$ cat src/hw/rtl/khr_pkg.sv
// khr_pkg: shared constants, types and command codes for the key history ring
// used by khr_ctrl, khr_dp and key_history_ring_with_ref_groups_unit
// no dependencies
`default_nettype none

package khr_pkg;

  // ring depths and derived widths
  localparam int KEY_DEPTH = 32;
  localparam int REF_DEPTH = 64;
  localparam int KEY_AW    = $clog2(KEY_DEPTH);
  localparam int KEY_CW    = $clog2(KEY_DEPTH + 1);
  localparam int REF_AW    = $clog2(REF_DEPTH);
  localparam int REF_CW    = $clog2(REF_DEPTH + 1);

  // fixed field widths
  localparam int CMD_W     = 3;
  localparam int CODE_W    = 8;
  localparam int FLAG_W    = 8;
  localparam int POS_W     = 7;
  localparam int KEY_LEN_W = 6;
  localparam int REF_LEN_W = 7;

  // stored values
  localparam logic [CODE_W-1:0] SPACE_CODE = 8'h20;
  localparam logic [CODE_W-1:0] SEPARATOR  = 8'h00;

  // register indexes
  localparam logic REG_KEY_LEN = 1'b0;
  localparam logic REG_REF_LEN = 1'b1;

  typedef logic [KEY_AW-1:0]        key_addr_t;
  typedef logic [KEY_CW-1:0]        key_cnt_t;
  typedef logic [KEY_CW:0]          key_sum_t;
  typedef logic [REF_AW-1:0]        ref_addr_t;
  typedef logic [REF_CW-1:0]        ref_cnt_t;
  typedef logic [REF_CW:0]          ref_sum_t;
  typedef logic [CODE_W-1:0]        code_t;
  typedef logic [FLAG_W-1:0]        flags_t;
  typedef logic [POS_W-1:0]         upos_t;
  typedef logic signed [POS_W:0]    pos_ext_t;
  typedef logic [FLAG_W+CODE_W-1:0] key_word_t;

  typedef enum logic [CMD_W-1:0] {
    CMD_RESET    = 3'd0,
    CMD_PUSH_KEY = 3'd1,
    CMD_POP_KEY  = 3'd2,
    CMD_PUSH_REF = 3'd3,
    CMD_READ_KEY = 3'd4,
    CMD_READ_REF = 3'd5,
    CMD_ADVANCE  = 3'd6
  } cmd_e;

  // controller to datapath
  typedef struct packed {
    logic init;
    logic accept;
    logic exec;
    logic read_done;
    logic pop_step;
    logic adv_step;
    logic load_out;
  } ctrl_t;

  // datapath to controller
  typedef struct packed {
    logic go_read;
    logic go_pop_walk;
    logic go_adv_walk;
    logic walk_done;
  } stat_t;

endpackage

`default_nettype wire

$ cat src/hw/rtl/key_history_ring_with_ref_groups_unit.sv
// key_history_ring_with_ref_groups_unit: top level with the register port
// depends on khr_pkg, khr_ctrl, khr_dp
`default_nettype none

// Key history ring with per-key reference groups. One command is taken per
// transfer and gives exactly one result transfer. Push, reset and unknown
// commands, pop with one key or fewer and advance from a negative position go
// from the exec state straight to the done state; reads pass the read state.
// Other pops and advances walk the reference ring one entry per cycle through
// its single read port, stepping over at most the reference ring length, 64
// entries. A result that is ready while the previous one still waits on the
// output holds the block until that one is taken. A new command may be
// accepted while the previous result still waits on the output. After reset
// and after every register write the block rewrites the first entry of both
// rings in its init state before it takes a command; register writes must
// only come while the block is idle.
module key_history_ring_with_ref_groups_unit (
  input  wire logic                              clk_i,
  input  wire logic                              rst_ni,
  // command channel
  input  wire logic                              in_valid_i,
  output logic                                   in_ready_o,
  input  wire logic [khr_pkg::CMD_W-1:0]         command_i,
  input  wire logic [khr_pkg::CODE_W-1:0]        code_in_i,
  input  wire logic [khr_pkg::FLAG_W-1:0]        flags_in_i,
  input  wire logic signed [khr_pkg::POS_W-1:0]  position_i,
  // result channel
  output logic                                   out_valid_o,
  input  wire logic                              out_ready_i,
  output logic                                   hit_o,
  output logic [khr_pkg::CODE_W-1:0]             code_out_o,
  output logic [khr_pkg::FLAG_W-1:0]             flags_out_o,
  output logic [khr_pkg::POS_W-1:0]              next_position_o,
  output logic [khr_pkg::KEY_CW-1:0]             keys_held_o,
  output logic [khr_pkg::REF_CW-1:0]             refs_held_o,
  // register port
  input  wire logic                              psel,
  input  wire logic                              penable,
  input  wire logic                              pwrite,
  input  wire logic [2:0]                        paddr,
  input  wire logic [31:0]                       pwdata,
  output logic [31:0]                            prdata,
  output logic                                   pready
);

  logic [khr_pkg::KEY_LEN_W-1:0] key_len_q;
  logic [khr_pkg::REF_LEN_W-1:0] ref_len_q;
  logic                          cfg_we;
  khr_pkg::ctrl_t                ctrl;
  khr_pkg::stat_t                stat;

  // register write and read back
  assign pready = 1'b1;
  assign cfg_we = psel && penable && pwrite;

  always_comb begin
    if (paddr[2] == khr_pkg::REG_REF_LEN) begin
      prdata = 32'(ref_len_q);
    end else begin
      prdata = 32'(key_len_q);
    end
  end

  always_ff @(posedge clk_i or negedge rst_ni) begin
    if (!rst_ni) begin
      key_len_q <= khr_pkg::KEY_LEN_W'(32);
      ref_len_q <= khr_pkg::REF_LEN_W'(64);
    end else if (cfg_we) begin
      if (paddr[2] == khr_pkg::REG_KEY_LEN) begin
        key_len_q <= pwdata[khr_pkg::KEY_LEN_W-1:0];
      end else begin
        ref_len_q <= pwdata[khr_pkg::REF_LEN_W-1:0];
      end
    end
  end

  khr_ctrl u_ctrl (
    .clk_i       (clk_i),
    .rst_ni      (rst_ni),
    .in_valid_i  (in_valid_i),
    .in_ready_o  (in_ready_o),
    .out_valid_o (out_valid_o),
    .out_ready_i (out_ready_i),
    .cfg_we_i    (cfg_we),
    .stat_i      (stat),
    .ctrl_o      (ctrl)
  );

  khr_dp u_dp (
    .clk_i           (clk_i),
    .rst_ni          (rst_ni),
    .ctrl_i          (ctrl),
    .stat_o          (stat),
    .command_i       (command_i),
    .code_in_i       (code_in_i),
    .flags_in_i      (flags_in_i),
    .position_i      (position_i),
    .key_len_reg_i   (key_len_q),
    .ref_len_reg_i   (ref_len_q),
    .hit_o           (hit_o),
    .code_out_o      (code_out_o),
    .flags_out_o     (flags_out_o),
    .next_position_o (next_position_o),
    .keys_held_o     (keys_held_o),
    .refs_held_o     (refs_held_o)
  );

endmodule

`default_nettype wire

$ cat src/hw/rtl/khr_ctrl.sv
// khr_ctrl: sequencing state machine for the key history ring
// depends on khr_pkg (ctrl_t, stat_t)
`default_nettype none

module khr_ctrl (
  input  wire logic           clk_i,
  input  wire logic           rst_ni,
  input  wire logic           in_valid_i,
  output logic                in_ready_o,
  output logic                out_valid_o,
  input  wire logic           out_ready_i,
  input  wire logic           cfg_we_i,
  input  wire khr_pkg::stat_t stat_i,
  output khr_pkg::ctrl_t      ctrl_o
);

  typedef enum logic [2:0] {
    ST_INIT,
    ST_IDLE,
    ST_EXEC,
    ST_READ,
    ST_POP_WALK,
    ST_ADV_WALK,
    ST_DONE
  } state_e;

  state_e state_q;
  logic   out_valid_q;
  logic   out_free;

  // command decode from state
  always_comb begin
    ctrl_o   = '0;
    out_free = !out_valid_q || out_ready_i;
    case (state_q)
      ST_INIT:     ctrl_o.init      = 1'b1;
      ST_IDLE:     ctrl_o.accept    = in_valid_i;
      ST_EXEC:     ctrl_o.exec      = 1'b1;
      ST_READ:     ctrl_o.read_done = 1'b1;
      ST_POP_WALK: ctrl_o.pop_step  = 1'b1;
      ST_ADV_WALK: ctrl_o.adv_step  = 1'b1;
      ST_DONE:     ctrl_o.load_out  = out_free;
      default:     ;
    endcase
  end

  assign in_ready_o  = (state_q == ST_IDLE);
  assign out_valid_o = out_valid_q;

  // state and output valid
  always_ff @(posedge clk_i or negedge rst_ni) begin
    if (!rst_ni) begin
      state_q     <= ST_INIT;
      out_valid_q <= 1'b0;
    end else begin
      if (ctrl_o.load_out) begin
        out_valid_q <= 1'b1;
      end else if (out_ready_i) begin
        out_valid_q <= 1'b0;
      end
      case (state_q)
        ST_INIT: state_q <= ST_IDLE;
        ST_IDLE: begin
          if (ctrl_o.accept) begin
            state_q <= ST_EXEC;
          end
        end
        ST_EXEC: begin
          if (stat_i.go_read) begin
            state_q <= ST_READ;
          end else if (stat_i.go_pop_walk) begin
            state_q <= ST_POP_WALK;
          end else if (stat_i.go_adv_walk) begin
            state_q <= ST_ADV_WALK;
          end else begin
            state_q <= ST_DONE;
          end
        end
        ST_READ: state_q <= ST_DONE;
        ST_POP_WALK, ST_ADV_WALK: begin
          if (stat_i.walk_done) begin
            state_q <= ST_DONE;
          end
        end
        ST_DONE: begin
          if (ctrl_o.load_out) begin
            state_q <= ST_IDLE;
          end
        end
        default: state_q <= ST_INIT;
      endcase
      // a register write clears both rings
      if (cfg_we_i) begin
        state_q <= ST_INIT;
      end
    end
  end

`ifndef SYNTH
  a_exec_after_accept: assert property (@(posedge clk_i) disable iff (!rst_ni)
    state_q == ST_EXEC |-> $past(state_q) == ST_IDLE && $past(in_valid_i))
    else $error("exec entered without an accepted transfer");

  a_done_holds: assert property (@(posedge clk_i) disable iff (!rst_ni)
    state_q == ST_DONE && out_valid_q && !out_ready_i && !cfg_we_i |=> state_q == ST_DONE)
    else $error("finished result dropped while output stalled");

  a_valid_from_done: assert property (@(posedge clk_i) disable iff (!rst_ni)
    $rose(out_valid_q) |-> $past(state_q) == ST_DONE)
    else $error("output valid raised outside done state");
`endif

endmodule

`default_nettype wire

$ cat src/hw/rtl/khr_dp.sv
// khr_dp: ring pointers, counts, key and reference memories, result registers
// depends on khr_pkg; driven by khr_ctrl commands
`default_nettype none

module khr_dp (
  input  wire logic                                clk_i,
  input  wire logic                                rst_ni,
  input  wire khr_pkg::ctrl_t                      ctrl_i,
  output khr_pkg::stat_t                           stat_o,
  input  wire logic [khr_pkg::CMD_W-1:0]           command_i,
  input  wire logic [khr_pkg::CODE_W-1:0]          code_in_i,
  input  wire logic [khr_pkg::FLAG_W-1:0]          flags_in_i,
  input  wire logic signed [khr_pkg::POS_W-1:0]    position_i,
  input  wire logic [khr_pkg::KEY_LEN_W-1:0]       key_len_reg_i,
  input  wire logic [khr_pkg::REF_LEN_W-1:0]       ref_len_reg_i,
  output logic                                     hit_o,
  output logic [khr_pkg::CODE_W-1:0]               code_out_o,
  output logic [khr_pkg::FLAG_W-1:0]               flags_out_o,
  output logic [khr_pkg::POS_W-1:0]                next_position_o,
  output logic [khr_pkg::KEY_CW-1:0]               keys_held_o,
  output logic [khr_pkg::REF_CW-1:0]               refs_held_o
);

  // memories
  khr_pkg::key_word_t key_mem [khr_pkg::KEY_DEPTH];
  khr_pkg::code_t     ref_mem [khr_pkg::REF_DEPTH];

  // latched item
  logic [khr_pkg::CMD_W-1:0]        command_q;
  khr_pkg::code_t                   code_q;
  khr_pkg::flags_t                  flags_q;
  logic signed [khr_pkg::POS_W-1:0] pos_q;

  // ring state
  khr_pkg::key_addr_t key_newest_q, key_newest_d;
  khr_pkg::key_cnt_t  key_count_q, key_count_d;
  khr_pkg::ref_addr_t ref_newest_q, ref_newest_d;
  khr_pkg::ref_cnt_t  ref_count_q, ref_count_d;

  // advance walk
  khr_pkg::upos_t     adv_idx_q, adv_idx_d;
  khr_pkg::ref_addr_t adv_slot_q, adv_slot_d;

  // pending result
  logic               res_hit_q, res_hit_d;
  khr_pkg::code_t     res_code_q, res_code_d;
  khr_pkg::flags_t    res_flags_q, res_flags_d;
  khr_pkg::upos_t     res_next_q, res_next_d;

  // memory ports
  logic               key_we;
  khr_pkg::key_addr_t key_waddr, key_raddr;
  khr_pkg::key_word_t key_wdata, key_rd_q;
  logic               ref_we;
  khr_pkg::ref_addr_t ref_waddr, ref_raddr;
  khr_pkg::code_t     ref_wdata, ref_rd_q;

  // derived values
  khr_pkg::key_cnt_t  key_len;
  khr_pkg::ref_cnt_t  ref_len;
  khr_pkg::key_addr_t key_push_newest, key_back_newest, key_slot;
  khr_pkg::key_cnt_t  key_push_count;
  khr_pkg::ref_addr_t ref_push_newest, ref_back_newest, ref_slot, adv_slot_dec;
  khr_pkg::ref_cnt_t  ref_push_count;
  khr_pkg::pos_ext_t  key_p;
  khr_pkg::key_sum_t  key_sum;
  khr_pkg::ref_sum_t  ref_sum;
  logic               key_hit, ref_in, adv_inside, pos_neg;
  khr_pkg::upos_t     adv_idx_inc;

  // ring lengths clamped to 1..depth
  always_comb begin
    if (key_len_reg_i == '0) begin
      key_len = khr_pkg::key_cnt_t'(1);
    end else if (khr_pkg::key_sum_t'(key_len_reg_i) > khr_pkg::key_sum_t'(khr_pkg::KEY_DEPTH)) begin
      key_len = khr_pkg::key_cnt_t'(khr_pkg::KEY_DEPTH);
    end else begin
      key_len = khr_pkg::key_cnt_t'(key_len_reg_i);
    end
    if (ref_len_reg_i == '0) begin
      ref_len = khr_pkg::ref_cnt_t'(1);
    end else if (khr_pkg::ref_sum_t'(ref_len_reg_i) > khr_pkg::ref_sum_t'(khr_pkg::REF_DEPTH)) begin
      ref_len = khr_pkg::ref_cnt_t'(khr_pkg::REF_DEPTH);
    end else begin
      ref_len = khr_pkg::ref_cnt_t'(ref_len_reg_i);
    end
  end

  // pointer steps with wrap at the ring length
  always_comb begin
    if (khr_pkg::key_cnt_t'(key_newest_q) + khr_pkg::key_cnt_t'(1) >= key_len) begin
      key_push_newest = '0;
    end else begin
      key_push_newest = key_newest_q + khr_pkg::key_addr_t'(1);
    end
    key_back_newest = (key_newest_q == '0) ? khr_pkg::key_addr_t'(key_len - khr_pkg::key_cnt_t'(1))
                                           : key_newest_q - khr_pkg::key_addr_t'(1);
    key_push_count  = (key_count_q < key_len) ? key_count_q + khr_pkg::key_cnt_t'(1) : key_count_q;

    if (khr_pkg::ref_cnt_t'(ref_newest_q) + khr_pkg::ref_cnt_t'(1) >= ref_len) begin
      ref_push_newest = '0;
    end else begin
      ref_push_newest = ref_newest_q + khr_pkg::ref_addr_t'(1);
    end
    ref_back_newest = (ref_newest_q == '0) ? khr_pkg::ref_addr_t'(ref_len - khr_pkg::ref_cnt_t'(1))
                                           : ref_newest_q - khr_pkg::ref_addr_t'(1);
    ref_push_count  = (ref_count_q < ref_len) ? ref_count_q + khr_pkg::ref_cnt_t'(1) : ref_count_q;

    adv_slot_dec = (adv_slot_q == '0) ? khr_pkg::ref_addr_t'(ref_len - khr_pkg::ref_cnt_t'(1))
                                      : adv_slot_q - khr_pkg::ref_addr_t'(1);
  end

  // age to slot, one compare and subtract each
  always_comb begin
    pos_neg = pos_q[khr_pkg::POS_W-1];
    key_p   = khr_pkg::pos_ext_t'(pos_q);
    if (pos_neg) begin
      key_p = key_p + khr_pkg::pos_ext_t'(key_count_q);
    end
    key_hit = !key_p[khr_pkg::POS_W] &&
              (khr_pkg::upos_t'(key_p) < khr_pkg::upos_t'(key_count_q));
    key_sum = khr_pkg::key_sum_t'(key_newest_q) + khr_pkg::key_sum_t'(key_len)
              - khr_pkg::key_sum_t'(khr_pkg::upos_t'(key_p));
    if (key_sum >= khr_pkg::key_sum_t'(key_len)) begin
      key_sum = key_sum - khr_pkg::key_sum_t'(key_len);
    end
    key_slot = khr_pkg::key_addr_t'(key_sum);

    ref_in  = !pos_neg &&
              (khr_pkg::ref_sum_t'(khr_pkg::upos_t'(pos_q)) < khr_pkg::ref_sum_t'(ref_count_q));
    ref_sum = khr_pkg::ref_sum_t'(ref_newest_q) + khr_pkg::ref_sum_t'(ref_len)
              - khr_pkg::ref_sum_t'(khr_pkg::upos_t'(pos_q));
    if (ref_sum >= khr_pkg::ref_sum_t'(ref_len)) begin
      ref_sum = ref_sum - khr_pkg::ref_sum_t'(ref_len);
    end
    ref_slot = khr_pkg::ref_addr_t'(ref_sum);

    adv_inside  = khr_pkg::ref_sum_t'(adv_idx_q) < khr_pkg::ref_sum_t'(ref_count_q);
    adv_idx_inc = adv_idx_q + khr_pkg::upos_t'(1);
  end

  // status for the controller
  always_comb begin
    stat_o.go_read     = (command_q == khr_pkg::CMD_READ_KEY) ||
                         (command_q == khr_pkg::CMD_READ_REF);
    stat_o.go_pop_walk = (command_q == khr_pkg::CMD_POP_KEY) &&
                         (key_count_q > khr_pkg::key_cnt_t'(1));
    stat_o.go_adv_walk = (command_q == khr_pkg::CMD_ADVANCE) && !pos_neg;
    stat_o.walk_done   = 1'b0;
    if (ctrl_i.pop_step) begin
      stat_o.walk_done = (ref_count_q == '0) || (ref_rd_q == khr_pkg::SEPARATOR);
    end else if (ctrl_i.adv_step) begin
      stat_o.walk_done = !adv_inside || (ref_rd_q == khr_pkg::SEPARATOR);
    end
  end

  // next state of rings, walks and result
  always_comb begin
    key_newest_d = key_newest_q;
    key_count_d  = key_count_q;
    ref_newest_d = ref_newest_q;
    ref_count_d  = ref_count_q;
    adv_idx_d    = adv_idx_q;
    adv_slot_d   = adv_slot_q;
    res_hit_d    = res_hit_q;
    res_code_d   = res_code_q;
    res_flags_d  = res_flags_q;
    res_next_d   = res_next_q;
    key_we       = 1'b0;
    key_waddr    = key_push_newest;
    key_wdata    = {flags_q, code_q};
    key_raddr    = key_slot;
    ref_we       = 1'b0;
    ref_waddr    = ref_push_newest;
    ref_wdata    = code_q;
    ref_raddr    = ref_newest_q;

    // ring reset after power-up or a register write
    if (ctrl_i.init) begin
      key_newest_d = '0;
      key_count_d  = khr_pkg::key_cnt_t'(1);
      ref_newest_d = '0;
      ref_count_d  = khr_pkg::ref_cnt_t'(1);
      key_we       = 1'b1;
      key_waddr    = '0;
      key_wdata    = {khr_pkg::flags_t'(0), khr_pkg::SPACE_CODE};
      ref_we       = 1'b1;
      ref_waddr    = '0;
      ref_wdata    = khr_pkg::SEPARATOR;
    end

    // first step of a command
    if (ctrl_i.exec) begin
      res_hit_d   = 1'b0;
      res_code_d  = '0;
      res_flags_d = '0;
      res_next_d  = '0;
      case (command_q)
        khr_pkg::CMD_RESET, khr_pkg::CMD_POP_KEY: begin
          if (command_q == khr_pkg::CMD_RESET || key_count_q <= khr_pkg::key_cnt_t'(1)) begin
            key_newest_d = '0;
            key_count_d  = khr_pkg::key_cnt_t'(1);
            ref_newest_d = '0;
            ref_count_d  = khr_pkg::ref_cnt_t'(1);
            key_we       = 1'b1;
            key_waddr    = '0;
            key_wdata    = {khr_pkg::flags_t'(0), khr_pkg::SPACE_CODE};
            ref_we       = 1'b1;
            ref_waddr    = '0;
            ref_wdata    = khr_pkg::SEPARATOR;
          end else begin
            // drop the newest key, then walk its reference group
            key_newest_d = key_back_newest;
            key_count_d  = key_count_q - khr_pkg::key_cnt_t'(1);
          end
        end
        khr_pkg::CMD_PUSH_KEY: begin
          key_newest_d = key_push_newest;
          key_count_d  = key_push_count;
          key_we       = 1'b1;
          ref_newest_d = ref_push_newest;
          ref_count_d  = ref_push_count;
          ref_we       = 1'b1;
          ref_wdata    = khr_pkg::SEPARATOR;
        end
        khr_pkg::CMD_PUSH_REF: begin
          ref_newest_d = ref_push_newest;
          ref_count_d  = ref_push_count;
          ref_we       = 1'b1;
        end
        khr_pkg::CMD_READ_KEY: begin
          res_hit_d = key_hit;
        end
        khr_pkg::CMD_READ_REF: begin
          res_hit_d = ref_in;
          ref_raddr = ref_slot;
        end
        khr_pkg::CMD_ADVANCE: begin
          adv_idx_d  = khr_pkg::upos_t'(pos_q);
          adv_slot_d = ref_slot;
          ref_raddr  = ref_slot;
        end
        default: ;
      endcase
    end

    // read data arrives
    if (ctrl_i.read_done && res_hit_q) begin
      if (command_q == khr_pkg::CMD_READ_KEY) begin
        res_code_d  = key_rd_q[khr_pkg::CODE_W-1:0];
        res_flags_d = key_rd_q[khr_pkg::FLAG_W+khr_pkg::CODE_W-1:khr_pkg::CODE_W];
      end else begin
        res_code_d  = ref_rd_q;
      end
    end

    // pop walk: one reference entry per cycle down to the separator
    if (ctrl_i.pop_step && ref_count_q != '0) begin
      ref_newest_d = ref_back_newest;
      ref_count_d  = ref_count_q - khr_pkg::ref_cnt_t'(1);
      ref_raddr    = ref_back_newest;
    end

    // advance walk: one reference entry per cycle up to the separator
    if (ctrl_i.adv_step) begin
      if (adv_inside && ref_rd_q != khr_pkg::SEPARATOR) begin
        adv_idx_d  = adv_idx_inc;
        adv_slot_d = adv_slot_dec;
        ref_raddr  = adv_slot_dec;
      end else begin
        res_next_d = adv_idx_inc;
        res_hit_d  = khr_pkg::ref_sum_t'(adv_idx_inc) < khr_pkg::ref_sum_t'(ref_count_q);
      end
    end
  end

  // ring control registers
  always_ff @(posedge clk_i or negedge rst_ni) begin
    if (!rst_ni) begin
      key_newest_q <= '0;
      key_count_q  <= khr_pkg::key_cnt_t'(1);
      ref_newest_q <= '0;
      ref_count_q  <= khr_pkg::ref_cnt_t'(1);
    end else begin
      key_newest_q <= key_newest_d;
      key_count_q  <= key_count_d;
      ref_newest_q <= ref_newest_d;
      ref_count_q  <= ref_count_d;
    end
  end

  // item, walk and result payload
  always_ff @(posedge clk_i) begin
    if (ctrl_i.accept) begin
      command_q <= command_i;
      code_q    <= code_in_i;
      flags_q   <= flags_in_i;
      pos_q     <= position_i;
    end
    adv_idx_q   <= adv_idx_d;
    adv_slot_q  <= adv_slot_d;
    res_hit_q   <= res_hit_d;
    res_code_q  <= res_code_d;
    res_flags_q <= res_flags_d;
    res_next_q  <= res_next_d;
    if (ctrl_i.load_out) begin
      hit_o           <= res_hit_q;
      code_out_o      <= res_code_q;
      flags_out_o     <= res_flags_q;
      next_position_o <= res_next_q;
      keys_held_o     <= key_count_q;
      refs_held_o     <= ref_count_q;
    end
  end

  // key memory
  always_ff @(posedge clk_i) begin
    if (key_we) begin
      key_mem[key_waddr] <= key_wdata;
    end
    key_rd_q <= key_mem[key_raddr];
  end

  // reference memory
  always_ff @(posedge clk_i) begin
    if (ref_we) begin
      ref_mem[ref_waddr] <= ref_wdata;
    end
    ref_rd_q <= ref_mem[ref_raddr];
  end

`ifndef SYNTH
  a_counts_fit: assert property (@(posedge clk_i) disable iff (!rst_ni)
    ctrl_i.exec |-> key_count_q <= key_len && ref_count_q <= ref_len)
    else $error("ring count above ring length");

  a_newest_fit: assert property (@(posedge clk_i) disable iff (!rst_ni)
    ctrl_i.exec |-> khr_pkg::key_cnt_t'(key_newest_q) < key_len &&
                    khr_pkg::ref_cnt_t'(ref_newest_q) < ref_len)
    else $error("newest pointer outside ring");

  a_pop_step_drops_one: assert property (@(posedge clk_i) disable iff (!rst_ni)
    ctrl_i.pop_step && ref_count_q != '0 |=>
      ref_count_q == $past(ref_count_q) - khr_pkg::ref_cnt_t'(1))
    else $error("pop walk did not drop one reference entry");
`endif

endmodule

`default_nettype wire
$ cat config.mk
export PLATFORM = sky130hd
export DESIGN_NAME = key_history_ring_with_ref_groups_unit
export DESIGN_NICKNAME = d
export VERILOG_FILES = /design/src/hw/rtl/khr_pkg.sv /design/src/hw/rtl/key_history_ring_with_ref_groups_unit.sv /design/src/hw/rtl/khr_ctrl.sv /design/src/hw/rtl/khr_dp.sv
export SDC_FILE = /design/constraint.sdc
export NUM_CORES = 2
export LEC_CHECK = 0
export ABC_AREA = 1
export BUFFER_PORTS_ARGS = -buffer_cell sky130_fd_sc_hd__buf_2
export CORE_MARGIN = 3
export CORE_UTILIZATION = 58
export DETAILED_ROUTE_END_ITERATION = 10
export PLACE_DENSITY = 0.87
export SLEW_MARGIN = 40
export SYNTH_ARGS = -nofsm -noshare
export SYNTH_HDL_FRONTEND = slang
export SYNTH_HIERARCHICAL = 1
export SYNTH_SLANG_ARGS = --single-unit
$ cat constraint.sdc
create_clock -name clk_i -period 11.1 [get_ports clk_i]
set_clock_uncertainty 0.1 [all_clocks]
set_input_delay 0.555 -clock clk_i [delete_from_list [all_inputs] [get_ports clk_i]]
set_output_delay 0.555 -clock clk_i [all_outputs]
set_load 0.01 [all_outputs]
Yosys cells after proc, flatten, opt, wreduce, memory -nomap -nowiden --
Memories as Yosys holds them, arrays and structs flattened. A register that Yosys moved wholly into a read port is not among the register bits. Index checks and enable logic that the tools add are counted.
Storage, ports and cells: latch bits 0, ROM bits 0, bits of input ports 68, bits in writable memories 1024, output and inout bits 72, memories kept 2, word-level logic and storage cells 221, bits in registers 141
Memory list:
- u_dp.key_mem | depth 32, bits a word 16, read ports 1, clocked after memory_dff 1, wr ports 1, line khr_dp.sv:25 | khr_pkg::key_word_t key_mem [khr_pkg::KEY_DEPTH];
- u_dp.ref_mem | depth 64, bits a word 8, read ports 1, clocked after memory_dff 1, wr ports 1, line khr_dp.sv:26 | khr_pkg::code_t ref_mem [khr_pkg::REF_DEPTH];
Cells by class: shift-type cells 0, $add $sub $neg 21, divide/modulo/power cells 0, $mul 0, bitwise operators 1, magnitude comparators 14, multiplexer cells 104, reduce and logical (&&, ||, !) cells 38, equal/unequal tests 17
Operators with widths (number):
- $mux 6 | 27
- $mux 7 | 15
- $mux 8 | 10
- $mux 16 | 4
- $mux 5 | 10
- $lt 7x7->1 | 4
- $pmux 6 s2 | 2
- $sub 6x1->6 const B | 4
- $mux 1 | 22
- $eq 3x3->1 const B | 6
- $logic_not 6->1 | 3
- $mux 3 | 6
- $pmux 3 s6 | 1
- $pmux 8 s2 | 1
- $add 7x1->7 const B | 2
- $logic_not 7->1 | 2
- $pmux 7 s2 | 1
- $add 6x1->6 const B | 2
- $eq 3x2->1 const B | 4
- $pmux 5 s2 | 1
- $sub 5x1->5 const B | 2
- $logic_and 1x1->1 | 9
- $add 6x7->8 | 1
- $add 7x7->8 | 1
- 38 further kinds | 55

Logic depth before layout (Yosys ltp) --
word-level depth 12, depth in mapped cells 36, depth with buffers taken out 33

Hierarchy --
The synthesis kept the hierarchy.
Modules (own cells, without submodules):
- khr_dp | cells an instance 5248, times used 1, area each 53580.1 µm²
- key_history_ring_with_ref_groups_unit | cells an instance 110, times used 1, area each 835.8 µm²
- khr_ctrl | cells an instance 57, times used 1, area each 337.8 µm²

Worst setup path before layout --
No wires, ideal clock.
path kind register to register, start reg u_dp/pos_q[2] in the netlist's numbering, end reg u_dp.key_rd_q[13] (read register of u_dp.key_mem), data arrival time 4.565 ns, data required time 10.887 ns, stages on the path, launching flop included 30, period minus slack after synthesis 4.778 ns, path slack 6.322 ns, setup time 0.113 ns, path through edfxtp_1 -> ha_1 -> a21oi_1 -> inv_1 -> a31oi_1 -> xor2_1 -> nand2_1 -> o21ai_0 -> fa_1 -> ha_1 -> inv_2 -> o21ai_2 -> a31oi_1 -> xor2_1 -> inv_1 -> ha_1 -> a21o_1 -> nand2_1 -> nand4_1 -> buf_4 -> inv_1 -> nand2_1 -> nand2_1 -> buf_2 -> buf_1 -> nand3_1 -> nand3_1 -> nand2_1 -> nand2_1 -> nand2_1
On the way: cells in the longest elaborated chain, start to end 5, elaborated cells between the ends (all ways) 6, those cells by class 3 x add/sub; 1 x order compare; 2 x mux
RTL lines:
- start: declaration | line khr_dp.sv:32 | logic signed [khr_pkg::POS_W-1:0] pos_q;
- start signal: assignment | line khr_dp.sv:298 | pos_q <= position_i;
- $add 7x7->8 | line khr_dp.sv:118 | key_p = key_p + khr_pkg::pos_ext_t'(key_count_q);
- $mux 8 * | line khr_dp.sv:117 | if (pos_neg) begin
- $sub 7x7->7 * | line khr_dp.sv:123 | - khr_pkg::key_sum_t'(khr_pkg::upos_t'(key_p));
- $ge 7x6->1 / $sub 5x5->5 (equally long branches) | line khr_dp.sv:124, khr_dp.sv:125
- $mux 5 * | line khr_dp.sv:124 | if (key_sum >= khr_pkg::key_sum_t'(key_len)) begin
- end: declaration | line khr_dp.sv:53 | khr_pkg::key_word_t key_wdata, key_rd_q;
Mark *: on every way between the ends. The rest lies on a longest branch, timed or not. A chain may end at the register's enable or synchronous reset.

Worst setup path in the final report --
start reg ref_len_q[3] in the netlist's numbering, end reg u_dp.ref_rd_q[0] (read register of u_dp.ref_mem)
On the way: cells in the longest elaborated chain, start to end 12, elaborated cells between the ends (all ways) 17, those cells by class 4 x add/sub; 2 x order compare; 10 x mux; 1 x reduce/logical
RTL lines:
- start: declaration | line key_history_ring_with_ref_groups_unit.sv:47 | logic [khr_pkg::REF_LEN_W-1:0] ref_len_q;
- start signal: assignment | line key_history_ring_with_ref_groups_unit.sv:67 | ref_len_q <= khr_pkg::REF_LEN_W'(64);
- start signal: assignment | line key_history_ring_with_ref_groups_unit.sv:72 | ref_len_q <= pwdata[khr_pkg::REF_LEN_W-1:0];
- $gt 7x7->1 | line khr_dp.sv:82 | end else if (khr_pkg::ref_sum_t'(ref_len_reg_i) > khr_pkg::ref_sum_t'(khr_pkg::REF_DEPTH)) begin
- $mux 7 | line khr_dp.sv:82
- $mux 7 * | line khr_dp.sv:80 | if (ref_len_reg_i == '0) begin
- $add 6x7->8 | line khr_dp.sv:131 | ref_sum = khr_pkg::ref_sum_t'(ref_newest_q) + khr_pkg::ref_sum_t'(ref_len)
- $sub 8x7->8 | line khr_dp.sv:132 | - khr_pkg::ref_sum_t'(khr_pkg::upos_t'(pos_q));
- $ge 8x7->1 / $sub 6x6->6 (equally long branches) | line khr_dp.sv:133, khr_dp.sv:134
- $mux 6 | line khr_dp.sv:133 | if (ref_sum >= khr_pkg::ref_sum_t'(ref_len)) begin
- $mux 6 | line khr_dp.sv:198 | case (command_q)
- $mux 6 | line khr_dp.sv:193 | if (ctrl_i.exec) begin
- $mux 6 | line khr_dp.sv:258 | if (ctrl_i.pop_step && ref_count_q != '0) begin
- $mux 6 | line khr_dp.sv:266 | if (adv_inside && ref_rd_q != khr_pkg::SEPARATOR) begin
- $mux 6 * | line khr_dp.sv:265 | if (ctrl_i.adv_step) begin
- end: declaration | line khr_dp.sv:56 | khr_pkg::code_t ref_wdata, ref_rd_q;
Marked as above.

==> results by group <==
Run status
  – Status: complete, but fails checks
  – Failing checks: antenna rules

Placed design
  – Pre-CTS WS: 3360 ps
  – Port buffer count: 86
  – Post-DP Area: 0.0562 mm^2
  – Detail Placement HPWL: about 83000 um
  – Placer Congestion: 0.955
  – Placed insts: 6586

Worst setup path
  – Worst Setup Start Kind: register
  – CP startpoint: ref_len_q[3]
  – Delay of the slowest cell on the worst path: 640 ps
  – Register-to-Register Path Depth: 32
  – Critical Path AT: 8230 ps
  – Crit path buffers/inverters: 5
  – Crit end category: register
  – Crit path required time: 11570 ps
  – Crit path max-delay family: simple AND/OR/NAND/NOR gates
  – Critical Path End: u_dp/ref_rd_q[0]
  – R2r startpoint: ref_len_q[3]
  – CP max-delay cell: buf_6
  – Worst setup path class: register to register
  – Cell mode on critical path: nand3_1
  – Setup slack, reg-to-reg: around 3300 ps
  – Critical Path Stages: 32
  – Worst R2R End: u_dp/ref_rd_q[0]
  – Crit path max fanout: 92

Global route
  – Largest net degree at the start of global routing: 248
  – Antenna violations before repair: 4
  – GRT Overall Usage: between 20% and 30%
  – First-pass GRT wire length: 215000 um
  – Grt total ovfl: 0
  – Vias in the first global route: 39260

Drt
  – Pre-antenna DRT Iters: 7
  – Drt total wl: 142000 um
  – DRT iter0 DRCs: 6257
  – Via count: slightly above 40000
  – DRC: 0
  – Vias/cell: around 6
  – Wirelength per Cell: 20.7 um
  – Final ANT Viol Nets: 1

Clock network
  – CTS root buf: clkbuf_16
  – Total CTS buffers: 111
  – Postcts setup bufs: 0
  – # clock sinks: 1189
  – Clk pin slew, worst setup/hold paths: 70 ps
  – Max clock buf depth: 3
  – Worst-skew pair later-pin latency: 690 ps
  – CTS H-tree depth: 3
  – TritonCTS clock tree: yes
  – Post-CTS Resized: 0

Timing
  – Tmin final: 7760 ps
  – Final hold vios: 0
  – Unrepaired setup endpoints after global routing: no
  – TNS Setup: 0 ps
  – Highest Clock Rate: around 0.13 GHz
  – Worst Slack Setup Final: 3340 ps
  – Final Max Tran Viols: 0
  – Final cycle utilization of the critical path: 69.9%
  – Least-Margin Pin Slew: about 1000 ps
  – Final Setup Violations: 0
  – Max_slew headroom: 34.3%

Synthesis
  – Gate Count Post-Synth: roughly 5400
  – Syn Area/Cell: 10.1 um^2
  – Seq/Total Area, Yosys: 63.9%
  – Ys async rst share: about 3.4%
  – Post-Syn Area: around 0.055 mm^2
  – Syn. warnings: 6
  – Number of synthesized flops with an enable pin: 1095
  – Unique masters post-synth: 63
  – Number of synthesized register bits: 1189
  – Post-synth top flop: edfxtp_1

Floorplan
  – Cell Rows: approximately 110
  – Chip Width: roughly 310 um
  – Die area: 0.0981 mm^2
  – Die height: 313 um
  – # IOs: 140
  – Core Area: between 0.09 and 0.1 mm^2
  – Initial core utilization: 58.6%

Cells and area
  – Biggest regs: u_dp/key_mem x512, u_dp/ref_mem x512, u_dp/key_rd_q x16
  – P&R area growth vs syn: 10.1%
  – Fin nets: 5660
  – Final instance area: 0.0603 mm^2
  – Most common cell after layout, fill and taps aside: nand2_1
  – Most frequent cells in the layout: 1707 x nand2_1, 1095 x edfxtp_1, 751 x nand3_1
  – Final instance count without filler cells: approximately 6800
  – Layout cell share with drive strength beyond 1: between 7 and 8%

Job
  – Max-cap violations: 0

Hold path
  – Min-delay worst type: primary input to register
-- metal layers --
metal / global-route usage [%] / wire length [um]
met1: 36.1 / 49900
met4: 13.8 / 7080
met2: 46.3 / 67600
met5: 0 / 15
met3: 5.65 / 17200
-- per-stage QoR --
step                      utilization, %  hold slack [ps]
after floorplan                        -              159
after CTS                           64.4             39.0
final                               64.5             64.4
after global placement              60.0              305
after global routing                64.5             69.0
after detailed placement            60.2              306
-- timing repair --
item / CTS / global route
endpoints found under the hold margin: 73 / 0
hold buffers: 34 / 0
setup endpoints to repair: 0 / 0
-- kinds of logic after synthesis --
logic type	after synthesis	share of synthesized area (%)
flip-flops	1189	63.9
AND/OR/NAND/NOR	2826	22.0
adder cells (fa/ha/maj)	112	2.75
other	2	0.0137
AO/OA/AOI/OAI	343	3.57
buffers and inverters	899	7.11
multiplexers	1	0.0183
XOR/XNOR	43	0.688
-- worst reg2reg max path: cells and delay by family (launching register included) --
| kind | cells | cell delay [ps] |
|---|---|---|
| simple gates | 21 | 3340 |
| buf+inv | 5 | 1700 |
| compound gates | 2 | 730 |
| flops | 1 | 420 |
| fa+ha+maj | 4 | 1380 |
-- final cells by class --
type,instances,area [um^2]
Multi-Input combinational cell,3351,16200
Antenna cell,6,15.0
Sequential cell,1189,35000
Timing Repair Buffer,205,1550
Fill cell,6433,33200
Clock inverter,61,599
Tap cell,1254,1570
Clock buffer,150,3040
Inverter,622,2350
-- worst min-delay path by stage --
stage | start | to | slack, ps | cells after the start
final | out_ready_i | u_ctrl/out_valid_o | 60 | 2
after global routing | out_ready_i | u_ctrl/out_valid_o | 70 | 2
after CTS | out_ready_i | u_ctrl/out_valid_o | 40 | 2
after detailed placement | u_dp/res_code_q[2] | u_dp/code_out_o[2] | 310 | 0
after global placement | u_dp/res_code_q[0] | u_dp/code_out_o[0] | 310 | 0
after floorplan | rst_ni | key_len_q[0] | 160 | 0
-- Yosys cell counts, types with 3 or more instances --
master | number | area [um^2]
nand2_1 | 1711 | 6420
edfxtp_1 | 1095 | 32900
nand3_1 | 751 | 3760
inv_1 | 607 | 2280
nor2_1 | 227 | 852
o21ai_0 | 189 | 946
buf_2 | 122 | 611
ha_1 | 98 | 1230
nand3b_1 | 83 | 623
buf_4 | 78 | 586
a21oi_1 | 75 | 375
dfxtp_1 | 53 | 1060
clkbuf_1 | 52 | 195
dfrtp_1 | 37 | 926
xor2_1 | 29 | 254
buf_1 | 15 | 56.3
nand4_1 | 15 | 93.8
fa_1 | 14 | 280
xnor2_1 | 14 | 123
nor3_1 | 12 | 60.1
buf_6 | 10 | 113
inv_2 | 10 | 37.5
o21ai_1 | 10 | 50.1
o211ai_1 | 9 | 67.6
a31oi_1 | 8 | 50.1
nor4_1 | 6 | 37.5
o32ai_1 | 6 | 52.6
clkinv_1 | 5 | 18.8
o21a_1 | 5 | 37.5
or2_2 | 5 | 31.3
a211oi_1 | 4 | 30.0
dfstp_2 | 4 | 105
nand2_2 | 4 | 25.0
o221ai_1 | 4 | 35.0
o22ai_1 | 4 | 25.0
a21o_1 | 3 | 22.5
nor2_4 | 3 | 33.8
Power is left out: the tool's default activity adds up to more than one toggle a clock period on the data nets, which glitch-free logic cannot reach.
